File: src/sv/gwf_pkg.sv
// gwf_pkg: shared types and constants of the grid wall face mesher
// used by gwf_ctrl, gwf_datapath and grid_wall_face_mesher
package gwf_pkg;

  typedef enum logic [1:0] {
    ACT_LOAD  = 2'd0,
    ACT_BEGIN = 2'd1,
    ACT_MESH  = 2'd2
  } action_e;

  localparam logic [0:0] REG_GRID_WIDTH  = 1'd0;
  localparam logic [0:0] REG_GRID_HEIGHT = 1'd1;

  // face codes, equal to the normal code for real faces
  localparam logic [2:0] FACE_TOP   = 3'd0;
  localparam logic [2:0] FACE_SOUTH = 3'd1;
  localparam logic [2:0] FACE_NORTH = 3'd2;
  localparam logic [2:0] FACE_EAST  = 3'd3;
  localparam logic [2:0] FACE_WEST  = 3'd4;
  localparam logic [2:0] FACE_FLOOR = 3'd5;

  localparam int NumFaces = 6;
  localparam int NumProbes = 5;

  typedef logic [NumFaces-1:0] face_mask_t;

  typedef struct packed {
    logic       latch;   // capture the cell coordinates of the accepted word
    logic       load;    // write the wall flag
    logic       begin_mesh;
    logic       rd_en;   // read one probe cell into the neighbour flags
    logic [2:0] probe;
    logic       build;   // form the face mask from the flags
    logic       step;    // emit one vertex into the output register
  } gwf_cmd_t;

  typedef struct packed {
    logic in_grid;
    logic center_wall;
    logic last_vtx;
    logic out_free;
  } gwf_status_t;

  // corner offsets {dx, up, dz} of the mesh faces
  function automatic logic [2:0] face_corner(input logic [2:0] face, input logic [1:0] c);
    logic [2:0] r;
    r = 3'b000;
    case (face)
      FACE_TOP: begin
        case (c)
          2'd0:    r = 3'b010;
          2'd1:    r = 3'b011;
          2'd2:    r = 3'b110;
          default: r = 3'b111;
        endcase
      end
      FACE_SOUTH: begin
        case (c)
          2'd0:    r = 3'b100;
          2'd1:    r = 3'b000;
          2'd2:    r = 3'b110;
          default: r = 3'b010;
        endcase
      end
      FACE_NORTH: begin
        case (c)
          2'd0:    r = 3'b101;
          2'd1:    r = 3'b001;
          2'd2:    r = 3'b111;
          default: r = 3'b011;
        endcase
      end
      FACE_EAST: begin
        case (c)
          2'd0:    r = 3'b100;
          2'd1:    r = 3'b101;
          2'd2:    r = 3'b110;
          default: r = 3'b111;
        endcase
      end
      FACE_WEST: begin
        case (c)
          2'd0:    r = 3'b000;
          2'd1:    r = 3'b001;
          2'd2:    r = 3'b010;
          default: r = 3'b011;
        endcase
      end
      default: r = 3'b000;
    endcase
    return r;
  endfunction

endpackage

File: src/sv/gwf_ctrl.sv
// gwf_ctrl: sequencer of the grid wall face mesher
// depends on gwf_pkg; drives gwf_datapath through gwf_cmd_t
module gwf_ctrl import gwf_pkg::*; (
  input  logic        clk_i,
  input  logic        rst_ni,
  input  logic        in_valid_i,
  output logic        in_stall_o,
  input  logic [1:0]  action_i,
  input  gwf_status_t st_i,
  output gwf_cmd_t    cmd_o
);

  typedef enum logic [1:0] {
    S_IDLE,
    S_READ,
    S_CHECK,
    S_EMIT
  } state_e;

  state_e     state_q;
  logic [2:0] probe_q;
  logic       accept;

  assign in_stall_o = (state_q != S_IDLE);
  assign accept     = in_valid_i && (state_q == S_IDLE);

  always_comb begin
    cmd_o            = '0;
    cmd_o.latch      = accept;
    cmd_o.load       = accept && (action_e'(action_i) == ACT_LOAD);
    cmd_o.begin_mesh = accept && (action_e'(action_i) == ACT_BEGIN);
    cmd_o.rd_en      = (state_q == S_READ);
    cmd_o.probe      = probe_q;
    cmd_o.build      = (state_q == S_CHECK) && st_i.center_wall;
    cmd_o.step       = (state_q == S_EMIT) && st_i.out_free;
  end

  always_ff @(posedge clk_i or negedge rst_ni) begin
    if (!rst_ni) begin
      state_q <= S_IDLE;
      probe_q <= '0;
    end else begin
      case (state_q)
        S_IDLE: begin
          probe_q <= '0;
          if (accept) begin
            case (action_e'(action_i))
              ACT_BEGIN: state_q <= S_EMIT;
              ACT_MESH:  state_q <= st_i.in_grid ? S_READ : S_IDLE;
              default:   state_q <= S_IDLE;
            endcase
          end
        end
        S_READ: begin
          probe_q <= probe_q + 3'd1;
          if (probe_q == 3'(NumProbes - 1)) begin
            state_q <= S_CHECK;
          end
        end
        S_CHECK: begin
          // an open cell yields nothing
          state_q <= st_i.center_wall ? S_EMIT : S_IDLE;
        end
        S_EMIT: begin
          if (st_i.out_free && st_i.last_vtx) begin
            state_q <= S_IDLE;
          end
        end
        default: state_q <= S_IDLE;
      endcase
    end
  end

endmodule

File: config.mk
export PLATFORM = sky130hd
export DESIGN_NAME = gwf_ctrl
export DESIGN_NICKNAME = d
export VERILOG_FILES = /design/src/sv/gwf_pkg.sv /design/src/sv/gwf_ctrl.sv
export SDC_FILE = /design/constraint.sdc
export NUM_CORES = 1
export LEC_CHECK = 0
export BUFFER_PORTS_ARGS = -buffer_cell sky130_fd_sc_hd__clkbuf_2
export CAP_MARGIN = 20
export CORE_AREA = 5 5 42 44
export CTS_CLUSTER_DIAMETER = 100
export DETAILED_ROUTE_END_ITERATION = 8
export DIE_AREA = 0 0 47 49
export PLACE_DENSITY = 0.68
export SLEW_MARGIN = 20
export SYNTH_ARGS = -nofsm -noshare
export SYNTH_HDL_FRONTEND = slang
export SYNTH_SLANG_ARGS = --single-unit
File: constraint.sdc
create_clock -name clk_i -period 1.7 [get_ports clk_i]
set_clock_uncertainty 0.05 [all_clocks]
set_input_delay 0.34 -clock clk_i [delete_from_list [all_inputs] [get_ports clk_i]]
set_output_delay 0.34 -clock clk_i [all_outputs]
set_load 0.02 [all_outputs]
# Yosys cells after proc, flatten, opt, wreduce, memory -nomap -nowiden
# Cells that the tools add are included.
dict set report classes {
  addsub 1
  n_eq_ne 9
  mux 8
  reduce_logical 11
}
# cell count
set ops {}
lappend ops {{$mux W2} 4}
lappend ops {{$pmux W2 S4} 1}
lappend ops {{$eq A2 B2 Y1 const B} 3}
lappend ops {{$logic_and A1 B1 Y1} 6}
lappend ops {{$pmux W3 S2} 1}
lappend ops {{$eq A2 B1 Y1 const B} 2}
lappend ops {{$logic_not A2 Y1} 2}
lappend ops {{$ne A2 B1 Y1 const B} 2}
lappend ops {{$pmux W2 S2} 1}
lappend ops {{$reduce_bool A2 Y1} 2}
lappend ops {{$add A3 B1 Y3 const B} 1}
lappend ops {{$eq A3 B3 Y1 const B} 1}
lappend ops {{$reduce_and A3 Y1} 1}
lappend ops {{$ne A2 B2 Y1 const B} 1}
lappend ops {{$mux W1} 1}
dict set report word_totals {
  out_inout_bits 10
  wordCells 31
  regBits 5
  in_bits 9
}

# Logic depth before layout (Yosys ltp)
dict set report depth {
  depth_word 4
  depth_mapped 5
  depth_no_buf 5
}

# Worst setup path after synthesis
# Ideal clock, no wire load.
dict set report synth_timing {
  path_kind {register to output}
  from {reg state_q[1]}
  to {out cmd_o[6] (netlist name)}
  setup_slack_ns 0.346
  t_required_ns 1.310
  arrival_time_ns 0.964
  stages_incl_launch_ff 4
  path_cell_list {dfrtp_1 buf_2 nor2_2 and3_1}
}
# item line_no
set synth_rtl {}
lappend synth_rtl {{from (decl)} gwf_ctrl.sv:20} ;# state_e state_q;
lappend synth_rtl {{from (signal assigned)} gwf_ctrl.sv:49} ;# ACT_MESH: state_q <= st_i.in_grid ? S_READ : S_IDLE;
lappend synth_rtl {{from (signal assigned)} gwf_ctrl.sv:62} ;# state_q <= st_i.center_wall ? S_EMIT : S_IDLE;
lappend synth_rtl {{to (decl)} gwf_ctrl.sv:10} ;# output gwf_cmd_t cmd_o

==> impl_metrics.prom <==
# TYPE chip_impl_metric gauge
chip_impl_info{name="run_status",value="complete, no violations"} 1
chip_impl_info{name="cp_cell_sequence",value="nor2_4 -> and3_1 -> clkbuf_2"} 1
chip_impl_metric{name="cpPeakStageDelay",unit="ps"} 490
chip_impl_metric{name="clkLatencyLatePin",unit="ps"} 240
chip_impl_info{name="yosysTopAreaCell",value="dfrtp_1"} 1
chip_impl_metric{name="dieArea",unit="um^2"} 2303
chip_impl_metric{name="setup_ws",unit="ps"} 111.2
chip_impl_info{name="tritoncts",value="built"} 1
chip_impl_info{name="clockRootBuffer",value="clkbuf_4"} 1
chip_impl_metric{name="worst-r2r-setup-slack",unit="ps"} 420
chip_impl_metric{name="timing.final.crit_period",unit="ps"} 1589
chip_impl_metric{name="ys_seq_area_share",unit="%"} 29.59
chip_impl_metric{name="floorplan.die.height",unit="um"} 49
chip_impl_info{name="timing.critical_path.from_type",value="flip-flop"} 1
chip_impl_info{name="worstHoldPathType",value="in -> async"} 1
chip_impl_metric{name="initial_utilization",unit="%"} 30.18
chip_impl_metric{name="pin_count_of_the_biggest_net_entering_global_routing",unit=""} 15
chip_impl_info{name="critPathCapture",value="cmd_o[7]"} 1
chip_impl_metric{name="place_ws",unit="ps"} 253.6
chip_impl_metric{name="finish.utilization",unit="%"} 39.46
chip_impl_metric{name="worstSetupPathDepth",unit=""} 3
chip_impl_metric{name="post-route-drc-count",unit=""} 0
chip_impl_metric{name="synth_top_area_share",unit="%"} 29.59
chip_impl_metric{name="cp_data_required_time",unit="ps"} 1310
chip_impl_metric{name="io-pin-count",unit=""} 19
chip_impl_metric{name="synth.avg_cell_area",unit="um^2"} 9.398
chip_impl_metric{name="post_synth_instance_area",unit="um^2"} 422.9
chip_impl_metric{name="worst_r2r_path_cells",unit=""} 5
chip_impl_metric{name="vias_in_the_first_global_route",unit=""} 324
chip_impl_info{name="yosysMostFrequentCell",value="inv_1"} 1
chip_impl_info{name="worstSetupPathType",value="reg -> out"} 1
chip_impl_metric{name="clkSlewWorstSetupHoldPaths",unit="ps"} 40
chip_impl_info{name="regToRegStartpoint",value="probe_q[0]"} 1
chip_impl_metric{name="timing.max_cap.violations",unit=""} 0
chip_impl_metric{name="maxSlewViolCount",unit=""} 0
chip_impl_metric{name="clkPwrFrac",unit="%"} 20.4
chip_impl_metric{name="setup_viol_count_final",unit=""} 0
chip_impl_metric{name="routabilityCongestion",unit=""} 0.6328
chip_impl_metric{name="internal_power",unit="mW"} 0.3826
chip_impl_metric{name="number_of_hold_violations_in_the_final_report",unit=""} 0
chip_impl_info{name="ys_top_cells_by_count",value="inv_1 (6), dfrtp_1 (5), ha_1 (5)"} 1
chip_impl_metric{name="antenna_cells_inserted",unit=""} 0
chip_impl_metric{name="initialDrtViolationCount",unit=""} 5
chip_impl_metric{name="slew_headroom",unit="%"} 83.85
chip_impl_metric{name="fmaxAchievable",unit="MHz"} 629.4
chip_impl_metric{name="nFillCells",unit=""} 155
chip_impl_metric{name="total_leakage_power",unit="nW"} 0.3099
chip_impl_metric{name="sw_frac_of_total",unit="%"} 43.93
chip_impl_info{name="ys_dominant_reg_cell",value="dfrtp_1"} 1
chip_impl_metric{name="sequentialPowerShare",unit="%"} 32.7
chip_impl_metric{name="num_vias",unit=""} 371
chip_impl_metric{name="netlist-cell-type-count",unit=""} 24
chip_impl_metric{name="finalWirelength",unit="um"} 817
chip_impl_metric{name="syn_nets",unit=""} 59
chip_impl_metric{name="total_cts_buffers",unit=""} 3
chip_impl_metric{name="globalRoute.totalOverflow",unit=""} 0
chip_impl_metric{name="ctsLongestPathBuffers",unit=""} 2
chip_impl_info{name="r2r_end",value="state_q[0]"} 1
chip_impl_metric{name="core_area",unit="um^2"} 1401
chip_impl_metric{name="core.rowCount",unit=""} 14
chip_impl_metric{name="grt_first_pass_wirelength",unit="um"} 1311
chip_impl_metric{name="chipWidth",unit="um"} 47
chip_impl_metric{name="layout.nets",unit=""} 80
chip_impl_info{name="grt_setup_unrepaired",value="false"} 1
chip_impl_metric{name="fin_crit_sh",unit="%"} 93.46
chip_impl_metric{name="vias_per_cell",unit=""} 4.580
chip_impl_metric{name="drt-pass1-iter-count",unit=""} 2
chip_impl_metric{name="count_of_yosys_warnings_during_synthesis",unit=""} 0
chip_impl_metric{name="globalRouteTotalUtil",unit="%"} 8.563
chip_impl_info{name="critPathCaptureType",value="output port"} 1
chip_impl_metric{name="hpwl",unit="um"} 683.2
chip_impl_info{name="cpLargestDelayFamily",value="flip-flops"} 1
chip_impl_metric{name="layout_cell_share_with_drive_strength_beyond_1",unit="%"} 46.15
chip_impl_metric{name="number_of_flip_flops_and_latches_in_the_synthesized_netlist",unit=""} 5
chip_impl_metric{name="post_synth_inst_count",unit=""} 45
chip_impl_metric{name="synthArstFlopShare",unit="%"} 100.0
chip_impl_metric{name="route.detailed.wl_per_inst",unit="um"} 10.09
chip_impl_metric{name="finalSetupTns",unit="ps"} 0
chip_impl_info{name="cp-startpoint",value="state_q[1]"} 1
chip_impl_metric{name="cp_max_fo",unit=""} 14
chip_impl_metric{name="vdd_drop_max",unit="mV"} 0.4213
chip_impl_metric{name="tightestPinTransition",unit="ps"} 242.2
chip_impl_metric{name="htree_levels",unit=""} 1
chip_impl_metric{name="cts_setup_buffers",unit=""} 0
chip_impl_metric{name="area_growth",unit="%"} 30.77
chip_impl_metric{name="cts.sinks",unit=""} 5
chip_impl_info{name="post_synth_main_area_contributors",value="dfrtp_1 (30%), ha_1 (15%), inv_1 (5.3%), mux2_2 (5.3%), and3_1 (4.4%)"} 1
chip_impl_metric{name="cp_data_arrival_time",unit="ps"} 1200
chip_impl_info{name="timing.critical_path.slowest_stage_cell",value="dfrtp_2"} 1
chip_impl_metric{name="synth_enable_flop_cells",unit=""} 0
chip_impl_metric{name="power.density",unit="nW/um^2"} 1234
chip_impl_metric{name="detail-route-antenna-nets",unit=""} 0
chip_impl_metric{name="antenna_found_initial",unit=""} 0
chip_impl_metric{name="power.combinational.fraction",unit="%"} 46.9
chip_impl_metric{name="switchingPower",unit="mW"} 0.2997
chip_impl_metric{name="placement.io_buffers",unit=""} 18
chip_impl_metric{name="cp_num_buf_inv",unit=""} 1
worst min path at each step:
stage | cells after the start | end | slack [ps]
5_1_grt | 2 | probe_q[2] | 390
6_report | 2 | state_q[0] | 390
4_1_cts | 2 | state_q[0] | 390
2_1_floorplan | 0 | probe_q[0] | -6
3_5_place_dp | 1 | probe_q[0] | 110
3_3_place_gp | 1 | probe_q[2] | 110
cell usage in the layout, fill, tap and decap left out, drive strengths merged:
| cell type | synthesis | final |
|---|---|---|
| clkbuf | 0 | 22 |
| nand2 | 3 | 3 |
| a21bo | 1 | 1 |
| nor2b | 2 | 2 |
| o2bb2ai | 2 | 2 |
| a31oi | 1 | 1 |
| dlygate4sd3 | 0 | 1 |
| o31ai | 1 | 1 |
| mux2 | 2 | 2 |
| dfrtp | 5 | 5 |
| inv | 6 | 6 |
| nor2 | 2 | 2 |
| and3 | 4 | 4 |
| and2 | 1 | 1 |
| ha | 5 | 5 |
| and3b | 1 | 1 |
| a21oi | 1 | 1 |
| nor3 | 1 | 1 |
| o21ai | 2 | 2 |
| a21o | 1 | 1 |
| a22o | 1 | 1 |
state kept, by name, indices dropped and copies added, names as in the netlist:
signal and flops:
probe_q 3, state_q 2
layer usage:
layer,wire [um],vias to the layer above,share of wire [%],global-route usage (%)
met3,68,4,8.3,4.059
met5,0,-,0,0
met4,35,0,4.3,9.677
met2,390,12,48,11.09
met1,322,161,39,8.929
li1,-,194,-,-
area by class of cell:
type	instances	area, um^2	share of cell area [%]
clock buffers	4	26.28	4.751
repair buffers	19	100.1	18.10
flip-flops and latches	5	127.6	23.08
well taps	16	20.02	3.620
inverters	6	22.52	4.072
multi-input cells	31	256.5	46.38
per-stage QoR:
step	hold slack, ps	std cells	power [mW]	instance area (um^2)
3_5_place_dp	111.5	76	0.5331	509.2
3_3_place_gp	112.0	76	0.5270	509.2
6_report	392.5	81	0.6823	553.0
4_1_cts	390.9	81	0.6800	546.8
5_1_grt	390.2	81	0.7384	553.0
2_1_floorplan	-5.591	45	0.4717	422.9
worst reg2reg max path, delay by kind of cell (launching register included):
kind / cells / cell delay, ps
fa+ha+maj: 1 / 210
compound gates: 2 / 340
buf+inv: 1 / 70
simple gates: 1 / 160
flops: 1 / 370
what timing repair did:
| item | 4_1_cts | 5_1_grt |
|---|---|---|
| setup endpoints to repair | 2 | 3 |
| hold buffers | 1 | 0 |
| endpoints found under the hold margin | 5 | 0 |
| resized for setup | 1 | 2 |
| pin swaps | 0 | 0 |
cells by family after synthesis:
family | Yosys count | synth area share [%]
adders and majority gates | 5 | 14.79
AOI/OAI and AO/OA | 10 | 18.34
muxes | 2 | 5.325
DFF | 5 | 29.59
and+or+nand+nor | 14 | 21.01
buffers and inverters | 9 | 10.95
power by group through the flow:
stage / Sequential, mW / Clock (mW) / Combinational (mW)
2_1_floorplan: 0.185 / 0 / 0.287
3_3_place_gp: 0.213 / 0 / 0.314
3_5_place_dp: 0.215 / 0 / 0.318
4_1_cts: 0.216 / 0.144 / 0.321
5_1_grt: 0.231 / 0.156 / 0.351
6_report: 0.223 / 0.139 / 0.320
(Power assumes the default switching activity.)
